<file path="config.mk">
export PLATFORM = sky130hd
export DESIGN_NAME = rocev2_invariant_crc
export DESIGN_NICKNAME = d
export VERILOG_FILES = /design/src/hdl/icrc_pkg.sv /design/src/hdl/icrc_front.sv /design/src/hdl/icrc_fifo.sv /design/src/hdl/icrc_back.sv /design/src/hdl/rocev2_invariant_crc.sv
export SDC_FILE = /design/constraint.sdc
export NUM_CORES = 1
export LEC_CHECK = 0
export BUFFER_PORTS_ARGS = -buffer_cell sky130_fd_sc_hd__clkbuf_2
export CORE_ASPECT_RATIO = 1.25
export CORE_MARGIN = 5
export CORE_UTILIZATION = 54
export CTS_CLUSTER_DIAMETER = 100
export CTS_CLUSTER_SIZE = 12
export DETAILED_ROUTE_END_ITERATION = 8
export HOLD_SLACK_MARGIN = 0.03
export PLACE_DENSITY_LB_ADDON = 0.1
export SLEW_MARGIN = 20
export SYNTH_ARGS = -nofsm -noshare
export SYNTH_HDL_FRONTEND = slang
export SYNTH_HIERARCHICAL = 1
export SYNTH_SLANG_ARGS = --single-unit
</file>
<file path="constraint.sdc">
create_clock -name clk -period 6.2 [get_ports clk]
set_input_delay 0 -clock clk [delete_from_list [all_inputs] [get_ports clk]]
set_output_delay 0 -clock clk [all_outputs]
set_load 0.01 [all_outputs]
</file>
<file path="src/hdl/icrc_pkg.sv">
package icrc_pkg;

  localparam logic [31:0] CRC_POLY = 32'hEDB88320;
  localparam logic [7:0] MASK_BYTE = 8'hFF;

  // IPv4/UDP/BTH byte offsets: variant fields (folded as all ones), length bytes and limits
  localparam logic [15:0] OFF_TOS       = 16'd1;
  localparam logic [15:0] OFF_LEN_HI    = 16'd2;
  localparam logic [15:0] OFF_LEN_LO    = 16'd3;
  localparam logic [15:0] OFF_HDR_END   = 16'd4;
  localparam logic [15:0] OFF_TTL       = 16'd8;
  localparam logic [15:0] OFF_IPCSUM_HI = 16'd10;
  localparam logic [15:0] OFF_IPCSUM_LO = 16'd11;
  localparam logic [15:0] OFF_UDPCSUM_HI = 16'd26;
  localparam logic [15:0] OFF_UDPCSUM_LO = 16'd27;
  localparam logic [15:0] OFF_BTH_RESV  = 16'd32;
  localparam logic [15:0] OFF_MAX       = 16'hFFFF;

  localparam logic [15:0] MIN_TOTAL_LEN = 16'd8;
  localparam logic [15:0] TRAILER_LEN   = 16'd4;
  localparam logic [15:0] TINY_COVER    = 16'd4;

  localparam int unsigned FIFO_DEPTH = 2;
  localparam int unsigned FIFO_AW    = $clog2(FIFO_DEPTH);
  localparam int unsigned FIFO_CW    = $clog2(FIFO_DEPTH + 1);

  // One classified byte handed from front to back
  typedef struct packed {
    logic [7:0] data;
    logic       fold;
    logic       last;
    logic       short_pkt;
  } icrc_entry_t;

  function automatic logic [31:0] crc_fold(input logic [31:0] crc, input logic [7:0] b);
    logic [31:0] r;
    r = crc ^ {24'h0, b};
    for (int i = 0; i < 8; i++) begin
      r = r[0] ? ((r >> 1) ^ CRC_POLY) : (r >> 1);
    end
    return r;
  endfunction

  localparam logic [31:0] CRC_INIT =
    crc_fold(crc_fold(crc_fold(crc_fold(32'h0, MASK_BYTE), MASK_BYTE), MASK_BYTE), MASK_BYTE);

endpackage

</file>
<file path="src/hdl/icrc_front.sv">
module icrc_front (
  input  logic                  clk,
  input  logic                  rst,
  input  logic                  in_valid,
  output logic                  in_stall,
  input  logic [7:0]            data_byte,
  input  logic                  last_byte,
  input  logic                  q_full,
  output logic                  push,
  output icrc_pkg::icrc_entry_t push_entry
);

  logic [15:0] byte_offset;
  logic [15:0] ip_len;
  logic [15:0] total_cur;
  logic [15:0] limit;
  logic [16:0] next_count;
  logic        accept;
  logic        covered;
  logic        variant;

  assign in_stall = q_full;
  assign accept   = in_valid && !q_full;

  always_comb begin
    if (byte_offset == icrc_pkg::OFF_LEN_HI) begin
      total_cur = {data_byte, 8'h00};
    end else if (byte_offset == icrc_pkg::OFF_LEN_LO) begin
      total_cur = {ip_len[15:8], data_byte};
    end else begin
      total_cur = ip_len;
    end
  end

  assign limit = (total_cur < icrc_pkg::MIN_TOTAL_LEN) ? icrc_pkg::TINY_COVER
                                                         : total_cur - icrc_pkg::TRAILER_LEN;

  assign covered = (byte_offset < icrc_pkg::OFF_HDR_END) || (byte_offset < limit);

  assign variant = (byte_offset == icrc_pkg::OFF_TOS) ||
                   (byte_offset == icrc_pkg::OFF_TTL) ||
                   (byte_offset == icrc_pkg::OFF_IPCSUM_HI) ||
                   (byte_offset == icrc_pkg::OFF_IPCSUM_LO) ||
                   (byte_offset == icrc_pkg::OFF_UDPCSUM_HI) ||
                   (byte_offset == icrc_pkg::OFF_UDPCSUM_LO) ||
                   (byte_offset == icrc_pkg::OFF_BTH_RESV);

  // covered bytes are contiguous from zero, so the count after this byte is offset+1
  assign next_count = {1'b0, byte_offset} + 17'd1;

  always_comb begin
    push_entry.data      = variant ? icrc_pkg::MASK_BYTE : data_byte;
    push_entry.fold      = covered;
    push_entry.last      = last_byte;
    push_entry.short_pkt = (byte_offset < icrc_pkg::OFF_LEN_LO) ||
                           (next_count < {1'b0, limit});
  end

  // drop bytes past the covered length unless they end the packet
  assign push = accept && (covered || last_byte);

  always_ff @(posedge clk) begin
    if (rst) begin
      byte_offset <= '0;
      ip_len      <= '0;
    end else if (accept) begin
      if (last_byte) begin
        byte_offset <= '0;
        ip_len      <= '0;
      end else begin
        ip_len <= total_cur;
        if (byte_offset != icrc_pkg::OFF_MAX) begin
          byte_offset <= byte_offset + 16'd1;
        end
      end
    end
  end

endmodule

</file>
<file path="src/hdl/icrc_fifo.sv">
module icrc_fifo (
  input  logic                                clk,
  input  logic                                rst,
  input  logic                                push,
  input  icrc_pkg::icrc_entry_t               push_entry,
  input  logic                                pop,
  output logic                                q_valid,
  output icrc_pkg::icrc_entry_t               q_entry,
  output logic                                q_full,
  output logic [icrc_pkg::FIFO_CW-1:0]        count
);

  icrc_pkg::icrc_entry_t            slots [icrc_pkg::FIFO_DEPTH];
  logic [icrc_pkg::FIFO_AW-1:0]     wr_ptr;
  logic [icrc_pkg::FIFO_AW-1:0]     rd_ptr;
  logic                             do_push;
  logic                             do_pop;

  assign q_valid = (count != '0);
  assign q_full  = (count == icrc_pkg::FIFO_CW'(icrc_pkg::FIFO_DEPTH));
  assign q_entry = slots[rd_ptr];
  assign do_push = push && !q_full;
  assign do_pop  = pop && q_valid;

  always_ff @(posedge clk) begin
    if (do_push) begin
      slots[wr_ptr] <= push_entry;
    end
  end

  always_ff @(posedge clk) begin
    if (rst) begin
      wr_ptr <= '0;
      rd_ptr <= '0;
      count  <= '0;
    end else begin
      if (do_push) begin
        wr_ptr <= (wr_ptr == icrc_pkg::FIFO_AW'(icrc_pkg::FIFO_DEPTH - 1)) ? '0 : wr_ptr + 1'b1;
      end
      if (do_pop) begin
        rd_ptr <= (rd_ptr == icrc_pkg::FIFO_AW'(icrc_pkg::FIFO_DEPTH - 1)) ? '0 : rd_ptr + 1'b1;
      end
      if (do_push && !do_pop) begin
        count <= count + 1'b1;
      end else if (do_pop && !do_push) begin
        count <= count - 1'b1;
      end
    end
  end

endmodule

</file>
<file path="src/hdl/icrc_back.sv">
module icrc_back (
  input  logic                  clk,
  input  logic                  rst,
  input  logic                  q_valid,
  input  icrc_pkg::icrc_entry_t q_entry,
  output logic                  pop,
  output logic                  out_valid,
  input  logic                  out_stall,
  output logic [31:0]           icrc_value,
  output logic                  short_packet
);

  logic [31:0] crc;
  logic [31:0] crc_next;
  logic        slot_free;

  assign slot_free = !out_valid || !out_stall;
  // hold a final byte until the result register can take it
  assign pop       = q_valid && (!q_entry.last || slot_free);
  assign crc_next  = q_entry.fold ? icrc_pkg::crc_fold(crc, q_entry.data) : crc;

  always_ff @(posedge clk) begin
    if (rst) begin
      crc       <= icrc_pkg::CRC_INIT;
      out_valid <= 1'b0;
    end else begin
      if (pop) begin
        crc <= q_entry.last ? icrc_pkg::CRC_INIT : crc_next;
      end
      if (pop && q_entry.last) begin
        out_valid <= 1'b1;
      end else if (!out_stall) begin
        out_valid <= 1'b0;
      end
    end
  end

  always_ff @(posedge clk) begin
    if (pop && q_entry.last) begin
      icrc_value   <= ~crc_next;
      short_packet <= q_entry.short_pkt;
    end
  end

endmodule

</file>
<file path="src/hdl/rocev2_invariant_crc.sv">
// RoCEv2 invariant CRC: takes a packet one byte per request, starting at the
// first byte of an option-less IPv4 header, and on the byte marked last returns
// one request with the inverted CRC-32 over the IPv4 length less four bytes
// (variant fields folded as 0xFF) and a flag for packets that ended early.
// One byte is taken every cycle unless stalled. A front stage tracks the offset
// and length and masks variant bytes, a two-entry queue decouples it from the
// back stage that folds one queued byte per cycle into the CRC unless a final
// byte waits on a held result, and an output register holds the result. Input
// stalls only when the queue fills behind a held result.
module rocev2_invariant_crc (
  input  logic        clk,
  input  logic        rst,
  input  logic        in_valid,
  output logic        in_stall,
  input  logic [7:0]  data_byte,
  input  logic        last_byte,
  output logic        out_valid,
  input  logic        out_stall,
  output logic [31:0] icrc_value,
  output logic        short_packet
);

  icrc_pkg::icrc_entry_t              push_entry;
  icrc_pkg::icrc_entry_t              q_entry;
  logic                               push;
  logic                               pop;
  logic                               q_valid;
  logic                               q_full;
  logic [icrc_pkg::FIFO_CW-1:0]       q_count;

  icrc_front u_front (
    .clk        (clk),
    .rst        (rst),
    .in_valid   (in_valid),
    .in_stall   (in_stall),
    .data_byte  (data_byte),
    .last_byte  (last_byte),
    .q_full     (q_full),
    .push       (push),
    .push_entry (push_entry)
  );

  icrc_fifo u_fifo (
    .clk        (clk),
    .rst        (rst),
    .push       (push),
    .push_entry (push_entry),
    .pop        (pop),
    .q_valid    (q_valid),
    .q_entry    (q_entry),
    .q_full     (q_full),
    .count      (q_count)
  );

  icrc_back u_back (
    .clk          (clk),
    .rst          (rst),
    .q_valid      (q_valid),
    .q_entry      (q_entry),
    .pop          (pop),
    .out_valid    (out_valid),
    .out_stall    (out_stall),
    .icrc_value   (icrc_value),
    .short_packet (short_packet)
  );

`ifndef SYNTHESIS
  a_count_bound: assert property (@(posedge clk) disable iff (rst)
    q_count <= icrc_pkg::FIFO_CW'(icrc_pkg::FIFO_DEPTH))
    else $error("queue count exceeds depth");

  a_reset_clear: assert property (@(posedge clk)
    rst |=> (q_count == '0) && !out_valid)
    else $error("queue or result not cleared by reset");

  a_no_spurious: assert property (@(posedge clk) disable iff (rst)
    (q_count == '0) && !out_valid |=> !out_valid)
    else $error("result appeared without a queued byte");

  a_stall_full: assert property (@(posedge clk) disable iff (rst)
    in_valid && in_stall |-> q_count == icrc_pkg::FIFO_CW'(icrc_pkg::FIFO_DEPTH))
    else $error("input stalled while queue has room");
`endif

endmodule

</file>
## After elaboration in Yosys (flattened, before gate mapping)

Memory sizes are Yosys's and may differ from the RTL's. A register that Yosys moved wholly into a read port is not among the register bits.
Cells that the tools add are included.

| storage, ports and cells | value |
|---|---|
| logic and storage cells | 100 |
| memories kept | 1 |
| output and inout port bits | 35 |
| input bits | 13 |
| flip-flop bits (word level) | 102 |
| bits in writable memories | 22 |

Memories:

| memory | depth | width | rd ports | clocked after Yosys merged registers in | write ports | RTL line | text |
|---|---|---|---|---|---|---|---|
| u_fifo.slots | 2 | 11 | 1 | 1 | 1 | icrc_fifo.sv:13 | `icrc_pkg::icrc_entry_t slots [icrc_pkg::FIFO_DEPTH];` |

| cells by class | value |
|---|---|
| $lt $le $gt $ge | 5 |
| muxes and demuxes | 27 |
| equal/unequal tests | 12 |
| bitwise logic cells | 10 |
| reduce and logical (&&, ||, !) cells | 29 |
| add/sub/neg operators | 7 |

Operators by type and width:

| operator | count |
|---|---|
| $mux W32 | 10 |
| $not A13 Y14 | 8 |
| $mux W16 | 5 |
| $eq A16 B4 Y1 const B | 3 |
| $eq A16 B2 Y1 const B | 2 |
| $eq A16 B5 Y1 const B | 2 |
| $not A32 Y32 | 1 |
| $xor A32 B8 Y32 | 1 |
| $add A16 B1 Y17 const B | 1 |
| $lt A17 B16 Y1 | 1 |
| $add A16 B1 Y16 const B | 1 |
| $eq A16 B1 Y1 const B | 1 |
| $eq A16 B6 Y1 const B | 1 |
| $lt A16 B16 Y1 | 1 |
| $lt A16 B2 Y1 const B | 1 |
| $lt A16 B3 Y1 const B | 1 |
| $lt A16 B4 Y1 const B | 1 |
| $mux W8 | 2 |
| $ne A16 B16 Y1 const B | 1 |
| $sub A16 B3 Y16 const B | 1 |
| $logic_or A1 B1 Y1 | 11 |
| $logic_and A1 B1 Y1 | 8 |
| $mux W1 | 8 |
| $logic_not A1 Y1 | 6 |
| other kinds (8) | 12 |

## Logic depth before layout (Yosys ltp)

Gate-level depths: netlist of the first run.

| logic depth | value |
|---|---|
| depth after elaboration | 19 |
| mapped depth | 27 |
| mapped depth without buffers | 26 |

## Hierarchy

Netlist of the first run, hierarchy kept.

By module, submodules not included:

| module | instances | area each (um^2) | sequential area each (um^2) | cells an instance |
|---|---|---|---|---|
| icrc_back | 1 | 3533.4 | 1651.6 | 265 |
| icrc_front | 1 | 3057.9 | 640.6 | 393 |
| icrc_fifo | 1 | 1009.7 | 760.7 | 59 |

## Worst setup path after synthesis of the first run

Ideal clock, no wire load.

| timing | value |
|---|---|
| path kind | register to register |
| from | register u_front.byte_offset[0] |
| to | memory u_fifo/slots[0][0] (netlist bit) (enable) |
| period minus slack after synthesis | 4.929 ns |
| data required time | 5.861 ns |
| stages on the path, launching flop included | 23 |
| setup time | 0.339 ns |
| data arrival time | 4.590 ns |
| path slack | 1.271 ns |
| path buffers | 1 |
| path through | dfxtp_1 ha_1 nor4b_1 and4_4 buf_12 mux2i_1 a21oi_1 nor4_2 nand2b_1 xnor2_1 o211ai_1 ha_1 a21o_1 a21o_1 a211oi_1 o21a_1 o21bai_1 a311oi_1 a21o_1 o21a_1 inv_1 or3_1 inv_1 |

| between the ends | value |
|---|---|
| cells in the longest elaborated chain, start to end | 12 |
| elaborated cells on any way between the ends | 15 |
| those cells by class | add/sub (1); order compare (3); eq/ne (2); mux (5); reduce/logical (4) |

RTL lines:

| item | RTL line | text |
|---|---|---|
| from (decl) | icrc_front.sv:13 | `logic [15:0] byte_offset;` |
| from (signal assigned) | icrc_front.sv:73 | `byte_offset <= byte_offset + 16'd1;` |
| $eq A16 B2 Y1 | icrc_front.sv:28 | `end else if (byte_offset == icrc_pkg::OFF_LEN_LO) begin` |
| $mux W8 | icrc_front.sv:28 |  |
| $mux W16 | icrc_front.sv:26 | `if (byte_offset == icrc_pkg::OFF_LEN_HI) begin` |
| $sub A16 B3 Y16 / $lt A16 B4 Y1 (equally long branches) | icrc_front.sv:36, icrc_front.sv:35 |  |
| $mux W16 | icrc_front.sv:35 | `assign limit = (total_cur < icrc_pkg::MIN_TOTAL_LEN) ? icrc_pkg::TINY_COVER` |
| $lt A16 B16 Y1 | icrc_front.sv:38 | `assign covered = (byte_offset < icrc_pkg::OFF_HDR_END) \|\| (byte_offset < limit);` |
| $logic_or A1 B1 Y1 (*) | icrc_front.sv:38 |  |
| named net u_front.covered | icrc_front.sv:19 | `logic covered;` |
| $logic_or A1 B1 Y1 (*) | icrc_front.sv:60 | `assign push = accept && (covered \|\| last_byte);` |
| $logic_and A1 B1 Y1 (*) | icrc_front.sv:60 |  |
| named net push | rocev2_invariant_crc.sv:25 | `logic push;` |
| $logic_and A1 B1 Y1 (*) | icrc_fifo.sv:22 | `assign do_push = push && !q_full;` |
| $mux W1 (*) | icrc_fifo.sv:26 | `if (do_push) begin` |
| $mux W1 (implied by the code) (*) | icrc_fifo.sv:27 | `slots[wr_ptr] <= push_entry;` |
| to (decl) | icrc_fifo.sv:13 |  |

Mark *: on every way through the listed nets, which the timed path passes. The rest lies on a longest branch.

==> flow_summary.ini, run 1 <==
[run_status]
outcome = finished, final reports clean

[sta]
slew_headroom_pct = 36.02
fmax_mhz = 175.5
postLayoutSetupSlackWorst_ns = 0.5006
min_period_over_period_pct = 91.93
min_period_ns = 5.699
finalHoldViolCount = 0
grt_setup_unrepaired = no
setup_viol = 0
tns_ns = 0
tightest_slew_ns = 0.9528
skew_ns = 0.009181
report.final.slew_viol_count = 0

[worst_setup_path]
worst_setup_path_start_kind = flop
cp_data_arrival_time_ns = 5.77
cp_data_required_time_ns = 6.27
endpoint_kind = flop
worstPathMaxFanout = 11
path_class = flop to flop

[finish]
layout.nets = 811
utilization_pct = 62.87
n_fill_cell = 1163
antenna_cells = 0
drive_above_1_share_pct = 16.73
syn_to_final_growth_pct = 14.26
stdcell_area_um2 = 8685

[synthesis]
netlist.area_leader.share_pct = 21.73
synth_common_cells = 70 x dfxtp_1, 65 x nor2_1, 57 x nand2_1, 55 x edfxtp_1
synth.avg_cell_area_um2 = 10.60
synthAdderAreaFrac_pct = 5.728
async_flop_share_pct = 0
synth.area.mux_share_pct = 6.305
synth-edff-count = 55
yosysTopAreaCell = edfxtp_1
ys_seq_area_share_pct = 40.16
synth.area.top_cells = edfxtp_1 22%, dfxtp_1 18%, ha_1 5.6%
synth_cell_types = 70
synth_top_family_by_area = XOR/XNOR gates
ys_ff_latch = 125
netlist_area_um2 = 7601
synth_most_common_cell = dfxtp_1
synth_compound_area_share_pct = 13.79
synth_flop_cell = dfxtp_1
netlist_instances = 717
synth-simple-area-share_pct = 14.50
synth_xor_area_share_pct = 16.53
yosysWarnings = 6
syn_nets = 764

[clock_tree]
clkLatencyLatePin_ns = 0.42
htreeDepth = 4
cts_root_buf = clkbuf_16
clockBufferDepth = 2
path_clk_slew_ns = 0.05
numCtsBuffers = 17
cts_tree = yes
clock-sinks = 125

[routing]
first_iter_violations = 384
ant_nets = 0
via_per_inst = 5.976
drcViolationCount = 0
drt_wl_total_um = 18640
drt_pass1_iterations = 5
drt-wirelength-per-cell_um = 19.57
dr_total_vias = 5689

[floorplan]
dieArea_um2 = 16560
start_util_pct = 55.03
core-area_um2 = 13810
die-height_um = 142.6
rows = 48
io_pins = 48
die_w_um = 116.1

[pwr]
power_density_nw_per_um2 = 627.1
p_leak_uw = 0.003651
ir_drop_v = 0.0004512

[place]
dpl_worst_slack_ns = 0.5625
gp_congestion = 0.9224
dp_hpwl_um = 13490
portBuffers = 47
placed_area_um2 = 7943

[run]
drv_cap = 0

[min_path]
hold_path.class = primary input to flop

[global_routing]
grt_max_degree = 48
grt_usage_pct = 23.63
grt_pass1_wl_um = 29920
gr-total-overflow = 0
grt_pass1_vias = 5797
grt_antenna_before_repair = 0
[per-stage QoR]
step / power, µW / std cells / hold WS (ns)
floorplan: 3732 / 717 / 0.06907
global placement: 4338 / 910 / 0.3195
detailed placement: 4393 / 910 / 0.3340
CTS: 5465 / 951 / 0.05588
global route: 5750 / 952 / 0.04628
finish: 5446 / 952 / 0.06524
[logic make-up after synthesis]
kind of cell | Yosys count
buffers and inverters | 48
AOI/OAI and AO/OA | 154
xor gates and xnor gates | 90
muxes | 46
and+or+nand+nor | 219
DFF | 125
adders and majority gates | 35
[sequential cells by signal (all words and copies together) (netlist names), named ones only]
signal               cells
u_front/byte_offset     16
u_back/icrc_value       32
u_fifo/rd_ptr            1
u_fifo/slots            22
u_back/short_packet      1
u_front/ip_len          16
u_fifo/count             2
u_fifo/wr_ptr            1
u_back/out_valid         1
u_back/crc              32
[critical path, stage by stage (launching register included)]
cell and delay [ns]:
dfxtp_1 0.46, ha_1 0.35, nor4b_1 0.27, and4_4 0.39
mux2i_1 0.27, a21oi_1 0.17, nor4_2 0.48, nand2b_1 0.12
xnor2_1 0.14, o211ai_1 0.24, ha_1 0.30, a21o_1 0.18
a21o_1 0.17, a211oi_1 0.23, o21a_1 0.15, o21bai_1 0.10
a311oi_1 0.25, a21o_1 0.21, o21a_1 0.12, inv_1 0.05
or3_1 0.36, inv_1 0.33
[layout make-up]
type,count,area (µm²),share of cell area [%]
clock buffer,25,559.3,6.440
tap,175,219.0,2.521
sequential,125,3053,35.15
multi-input combinational,544,4342,49.99
timing repair buffer,63,397.9,4.581
inverter,13,48.80,0.5619
clock inverter,7,65.06,0.7492
[layer usage]
layer  global-route usage (%)  routed length, µm  vias up
li1                         -                  -     2732
met1                    25.01               6834     2720
met2                    43.68              10130      179
met3                    3.730                771       58
met4                    13.56                898        0
met5                        0                  0        -
[worst paths after layout]
kind,startpoint,end,slack (ns),cells past startpoint
hold reg to reg,u_back/crc[27],u_back/crc[27],0.50,2
setup reg to reg,u_front/byte_offset[0],u_fifo/slots[0][4],0.50,21
hold / removal,last_byte,u_fifo/slots[0][1],0.07,1
setup / recovery,u_front/byte_offset[0],u_fifo/slots[0][4],0.50,21
[timing repair]
action	in CTS	in global routing
resized for setup	0	0
buffers inserted	0	0
hold endpoints to repair	22	0
hold buffers	9	0
[placed cells by master, fill, tap and decap left out, types with 9 or more instances in the layout]
| cell type | count |
|---|---|
| nand2_1 | 57 |
| xor2_1 | 21 |
| nor2_1 | 65 |
| inv_1 | 10 |
| dlygate4sd3_1 | 9 |
| edfxtp_1 | 55 |
| clkbuf_2 | 47 |
| nor3_1 | 14 |
| ha_1 | 34 |
| a21oi_1 | 27 |
| mux2i_1 | 31 |
| mux2_2 | 15 |
| o211ai_1 | 16 |
| o21ai_0 | 23 |
| xnor2_1 | 34 |
| nand4_1 | 10 |
| nand3_1 | 15 |
| nand2b_1 | 14 |
| clkbuf_16 | 20 |
| a22oi_1 | 26 |
| xnor3_1 | 14 |
| dfxtp_1 | 70 |
| a21o_1 | 14 |
| o21a_1 | 14 |
[power by group]
group          total, µW  internal (µW)  leakage [µW]  switching [µW]
Clock               1020            666      0.000316             356
Sequential          1430           1290       0.00106             131
Combinational       3000           1550       0.00227            1440
Total               5450           3510       0.00365            1930
Note: power is estimated with default switching activity, not from simulation.
==> run 2, diff against run 1 <==
--- a/config.mk
+++ b/config.mk
@@ -6,7 +6,6 @@
 export NUM_CORES = 1
 export LEC_CHECK = 0
 export BUFFER_PORTS_ARGS = -buffer_cell sky130_fd_sc_hd__clkbuf_2
-export CORE_ASPECT_RATIO = 1.25
 export CORE_MARGIN = 5
 export CORE_UTILIZATION = 54
 export CTS_CLUSTER_DIAMETER = 100
==> run 2 against run 1 <==
Flip-flop and latch count stayed put. Global-route usage is 0.58 points lower. Register-to-register slack better by 0.04 ns. Maximum frequency is 0.72% higher. Hold slack better by 0.20 ns. Power is 0.68% higher. Largest cell class unchanged. Largest power group unchanged. Highest routed layer unchanged.
==> flow_summary.ini, run 2 (same netlist as run 1, synthesis figures left out) <==
[floorplan]
io_pins = 48
die-height_um = 128.6
dieArea_um2 = 16550
start_util_pct = 54.97
rows = 43
core-area_um2 = 13830
die_w_um = 128.6

[global_routing]
grt_max_degree = 48
grt_usage_pct = 23.05
grt_antenna_before_repair = 0
gr-total-overflow = 0
grt_pass1_wl_um = 29750
grt_pass1_vias = 5719

[finish]
syn_to_final_growth_pct = 14.68
n_fill_cell = 1129
multi_input_area_um2 = 4357
layout.cells.non_filler = 956
layout.nets = 810
reg_top3 = u_back/crc: 32 flops, u_back/icrc_value: 32 flops, u_fifo/slots: 22 flops
antenna_cells = 0
final_common_cell = dfxtp_1
utilization_pct = 63.04
seqCellArea_um2 = 3053
drive_above_1_share_pct = 16.75
mostFrequentLayoutCells = 70 x dfxtp_1, 65 x nor2_1, 57 x nand2_1

[clock_tree]
cts_tree = yes
clock-sinks = 125
cts_root_buf = clkbuf_16
clockBufferDepth = 2
path_clk_slew_ns = 0.05
htreeDepth = 4
clkLatencyLatePin_ns = 0.42
numCtsBuffers = 17

[sta]
skew_ns = 0.01165
fin_worst_hold_slack_ns = 0.2612
min_period_over_period_pct = 91.27
slew_headroom_pct = 30.64
report.final.slew_viol_count = 0
fmax_mhz = 176.7
min_period_ns = 5.659
finalHoldViolCount = 0
tightest_slew_ns = 1.040
setup_viol = 0
grt_setup_unrepaired = no
tns_ns = 0
postLayoutSetupSlackWorst_ns = 0.5410

[pwr]
swShare_pct = 35.81
p_leak_uw = 0.003633
comb_power_share_pct = 54.9
power_density_nw_per_um2 = 629.0
power_frac_seq_pct = 26.0
clock_power_share_pct = 19.1
p_sw_uw = 1963
intPower_uw = 3519
ir_drop_v = 0.0003215

[place]
portBuffers = 47
dp_hpwl_um = 13180
dp_cells = 913
gp_congestion = 0.9224
dpl_worst_slack_ns = 0.5333

[worst_setup_path]
endpoint_kind = flop
path_class = flop to flop
worst_setup_path_start_kind = flop
cp_data_arrival_time_ns = 5.73
worstPathMaxFanout = 11
cp_data_required_time_ns = 6.27

[routing]
drt_pass1_iterations = 5
drt_wl_total_um = 18490
dr_total_vias = 5715
via_per_inst = 5.978
first_iter_violations = 425
drcViolationCount = 0
drt-wirelength-per-cell_um = 19.34
ant_nets = 0

[run]
drv_cap = 0

[min_path]
hold_path.class = primary input to flop

[run_status]
outcome = finished, final reports clean
-- run 2: cell count changes in the layout (fill, tap and decap cells not counted), sizes merged --
cell / delta
clkinvlp: +5
clkbuf: -3
inv: -3
buf: -2
bufinv: +1
dlygate4sd3: +1
-- run 2: what timing repair did --
action	4_1_cts	5_1_grt
gates resized for setup	0	2
buffers inserted	0	0
hold buffers	10	0
endpoints found under the hold margin	26	0
setup endpoints to repair	0	23
-- run 2: area by class of cell --
class | count | area share [%]
inverters | 13 | 0.5598
repair buffers | 62 | 4.507
multi-input cells | 544 | 49.98
well taps | 180 | 2.584
flip-flops and latches | 125 | 35.02
clock inverters | 10 | 1.421
clock buffers | 22 | 5.928
-- run 2: power groups by stage --
stage	clock, µW	sequential (µW)	combinational [µW]
2_1_floorplan	0	1470	2260
3_3_place_gp	0	1430	2940
3_5_place_dp	0	1450	2970
4_1_cts	1070	1430	3010
5_1_grt	1110	1450	3220
6_report	1050	1430	3010
-- run 2: critical path, cell delays in order (launching register included) --
cell and delay, ns:
dfxtp_1 0.46, ha_1 0.34, nor4b_1 0.29, and4_4 0.39
mux2i_1 0.28, a21oi_1 0.19, nor4_4 0.40, nand2b_1 0.11
xnor2_1 0.13, o211ai_1 0.23, ha_1 0.29, a21o_1 0.18
a21o_1 0.18, a211oi_1 0.23, o21a_1 0.16, o21bai_1 0.10
a311oi_1 0.24, a21o_1 0.23, o21a_1 0.13, inv_1 0.06
or3_1 0.36, inv_1 0.33
-- run 2: metrics by stage --
stage / cell area [µm²] / total power, µW
3_5_place_dp: 7936 / 4413
3_3_place_gp: 7936 / 4375
5_1_grt: 8717 / 5780
6_report: 8717 / 5483
2_1_floorplan: 7601 / 3732
4_1_cts: 8677 / 5507
-- run 2: path summary, 6_finish.rpt --
| path | start | end | slack [ns] | depth (start not counted) |
|---|---|---|---|---|
| setup / recovery | u_front/byte_offset[0] | u_fifo/slots[0][3] | 0.54 | 21 |
| hold reg to reg | u_fifo/rd_ptr | u_fifo/rd_ptr | 0.50 | 2 |
| setup reg to reg | u_front/byte_offset[0] | u_fifo/slots[0][3] | 0.54 | 21 |
| hold / removal | in_valid | u_front/ip_len[14] | 0.26 | 4 |
-- run 2: metal layers --
| layer | vias to the layer above | wire length (µm) | GRT usage, % |
|---|---|---|---|
| li1 | 2725 | - | - |
| met1 | 2778 | 7691 | 27.37 |
| met2 | 165 | 9463 | 39.73 |
| met3 | 47 | 718 | 4.193 |
| met4 | 0 | 617 | 12.11 |
| met5 | - | 0 | 0 |
==> run 3, diff against run 2 <==
--- a/config.mk
+++ b/config.mk
@@ -11,7 +11,7 @@
 export CTS_CLUSTER_DIAMETER = 100
 export CTS_CLUSTER_SIZE = 12
 export DETAILED_ROUTE_END_ITERATION = 8
-export HOLD_SLACK_MARGIN = 0.03
+export MAX_ROUTING_LAYER = met4
 export PLACE_DENSITY_LB_ADDON = 0.1
 export SLEW_MARGIN = 20
 export SYNTH_ARGS = -nofsm -noshare
==> run 3 against run 2 <==
Combinational power hardly changed. Final cell count is 0.21% higher. Non-clock buffer count is 2 higher. Setup slack worse by 0.060 ns. Flip-flop and latch count stayed put. Utilization is 0.37 points lower. First-iteration DRC count is 10% lower. Sequential share of layout area is 0.21 points higher. Register-to-register slack worse by 0.06 ns. Hold slack worse by 0.14 ns. Sequential power hardly changed. Die area stayed put. Largest cell class unchanged. Highest routed layer unchanged.
==> flow_summary.ini, run 3 (same netlist as run 1, synthesis figures left out) <==
[sta]
tns_ns = 0
setup_viol = 0
slew_headroom_pct = 33.42
fmax_mhz = 174.9
finalHoldViolCount = 0
min_period_ns = 5.719
skew_ns = 0.008011
tightest_slew_ns = 0.9955
min_period_over_period_pct = 92.24
grt_setup_unrepaired = no
report.final.slew_viol_count = 0

[worst_setup_path]
worstPathMaxFanout = 11
endpoint_kind = flop
crit_chain = ha_1, nor4b_1, and4_4, mux2i_1, nor2_4, inv_2, ha_1, inv_1, a21oi_1, a21oi_1, o21ai_0, ha_1, a21o_1, a211oi_1, o21a_1, o21bai_1, a311oi_1, a21o_1, o21a_1, inv_1, or3_1, inv_1
cpPeakStageDelay_ns = 0.45
reg2regPathDepth = 22
cp-startpoint = u_front/byte_offset[0]
cp_data_required_time_ns = 6.28
r2r_start = u_front/byte_offset[0]
worst_setup_path_start_kind = flop
critical_path.endpoint = u_fifo/slots[0][3]
cp_num_buf_inv = 4
r2r_setup_slack_ns = 0.48
slowest_stage = dfxtp_1
path_class = flop to flop
cp_data_arrival_time_ns = 5.79
worst-path-stages = 22
r2r-end = u_fifo/slots[0][3]
path_delay_family = compound AO/OA/AOI/OAI gates

[global_routing]
grt_pass1_wl_um = 28700
grt_antenna_before_repair = 0
grt_pass1_vias = 5618
grt_usage_pct = 22.98
gr-total-overflow = 0
grt_max_degree = 48

[floorplan]
core-area_um2 = 13830
die-height_um = 128.6
dieArea_um2 = 16550
die_w_um = 128.6
start_util_pct = 54.97
io_pins = 48
rows = 43

[clock_tree]
htreeDepth = 4
cts_tree = yes
cts_root_buf = clkbuf_16
numCtsBuffers = 17
path_clk_slew_ns = 0.06
clock-sinks = 125
clockBufferDepth = 2
clkLatencyLatePin_ns = 0.42

[routing]
drt_pass1_iterations = 5
dr_total_vias = 5687
ant_nets = 0
via_per_inst = 5.936
drcViolationCount = 0
first_iter_violations = 381
drt_wl_total_um = 17950
drt-wirelength-per-cell_um = 18.74

[pwr]
p_leak_uw = 0.003613
ir_drop_v = 0.0003286
power_density_nw_per_um2 = 625.0

[finish]
mostFrequentLayoutCells = 70 x dfxtp_1, 65 x nor2_1, 57 x nand2_1
final_common_cell = dfxtp_1
layout.nets = 812
reg_top3 = u_back/crc: 32 flops, u_back/icrc_value: 32 flops, u_fifo/slots: 22 flops
syn_to_final_growth_pct = 14.01
n_fill_cell = 1124
stdcell_area_um2 = 8666
antenna_cells = 0
drive_above_1_share_pct = 16.58

[place]
portBuffers = 47
placed_area_um2 = 7951
gp_congestion = 0.9233
dp_hpwl_um = 13020

[run]
drv_cap = 0

[min_path]
whs_path_depth = 3
hold_path.class = primary input to flop

[run_status]
outcome = finished, final reports clean
==> run 3: layer usage <==
layer  share of wire (%)  vias up  track usage (%)
met5                   0        -                -
li1                    -     2729                -
met2                  52      147            38.51
met3                 3.7       32            4.525
met4                 2.1        0            9.327
met1                  42     2779            27.14
==> run 3: what timing repair did <==
| item | in CTS | in global routing |
|---|---|---|
| hold buffers | 10 | 0 |
| resized for setup | 0 | 0 |
| endpoints found under the hold margin | 22 | 0 |
| buffers inserted | 0 | 0 |
| endpoints found under the setup margin | 0 | 0 |
==> run 3: final cells by class <==
class | count | area [µm²] | share of cell area, %
clock buffers | 17 | 425.4 | 4.909
inverters | 13 | 48.80 | 0.5631
multi-input cells | 544 | 4344 | 50.13
well taps | 180 | 225.2 | 2.599
flip-flops and latches | 125 | 3053 | 35.23
repair buffers | 64 | 407.9 | 4.707
clock inverters | 15 | 161.4 | 1.863
==> run 3: worst register-to-register path: cells and delay by family, from the launching register on <==
kind                       cells  cell delay (ns)
AOI/OAI and AO/OA             10             2.04
and+or+nand+nor                4             1.14
adders and majority gates      3             0.82
buffers and inverters          4             0.59
DFF                            1             0.45
muxes                          1             0.34
==> run 3: power breakdown <==
group	switching, µW	internal (µW)	total (µW)	leakage, µW
clock	391	597	987	0.000274
sequential	126	1290	1420	0.00106
combinational	1460	1550	3010	0.00228
total	1970	3440	5420	0.00361
==> run 3: worst min-delay path by stage <==
stage | start | endpoint | slack [ns]
4_1_cts | rst | u_front/ip_len[8] | 0.12
6_report | rst | u_front/ip_len[14] | 0.12
3_3_place_gp | out_stall | u_back/out_valid | 0.35
3_5_place_dp | data_byte[2] | u_front/ip_len[10] | 0.34
5_1_grt | rst | u_fifo/rd_ptr | 0.15
2_1_floorplan | rst | u_fifo/count[1] | 0.07
==> run 3: metrics by stage <==
step | std cells | hold slack [ns] | power [µW] | utilization, % | setup slack, ns
detailed placement | 915 | 0.3429 | 4421 | 57.51 | 0.5911
finish | 958 | 0.1231 | 5416 | 62.67 | 0.4810
CTS | 957 | 0.1167 | 5449 | 62.47 | 0.5323
global route | 958 | 0.1496 | 5724 | 62.67 | 0.1389
global placement | 915 | 0.3467 | 4372 | 57.51 | 0.7420
floorplan | 717 | 0.06907 | 3732 | - | 1.271
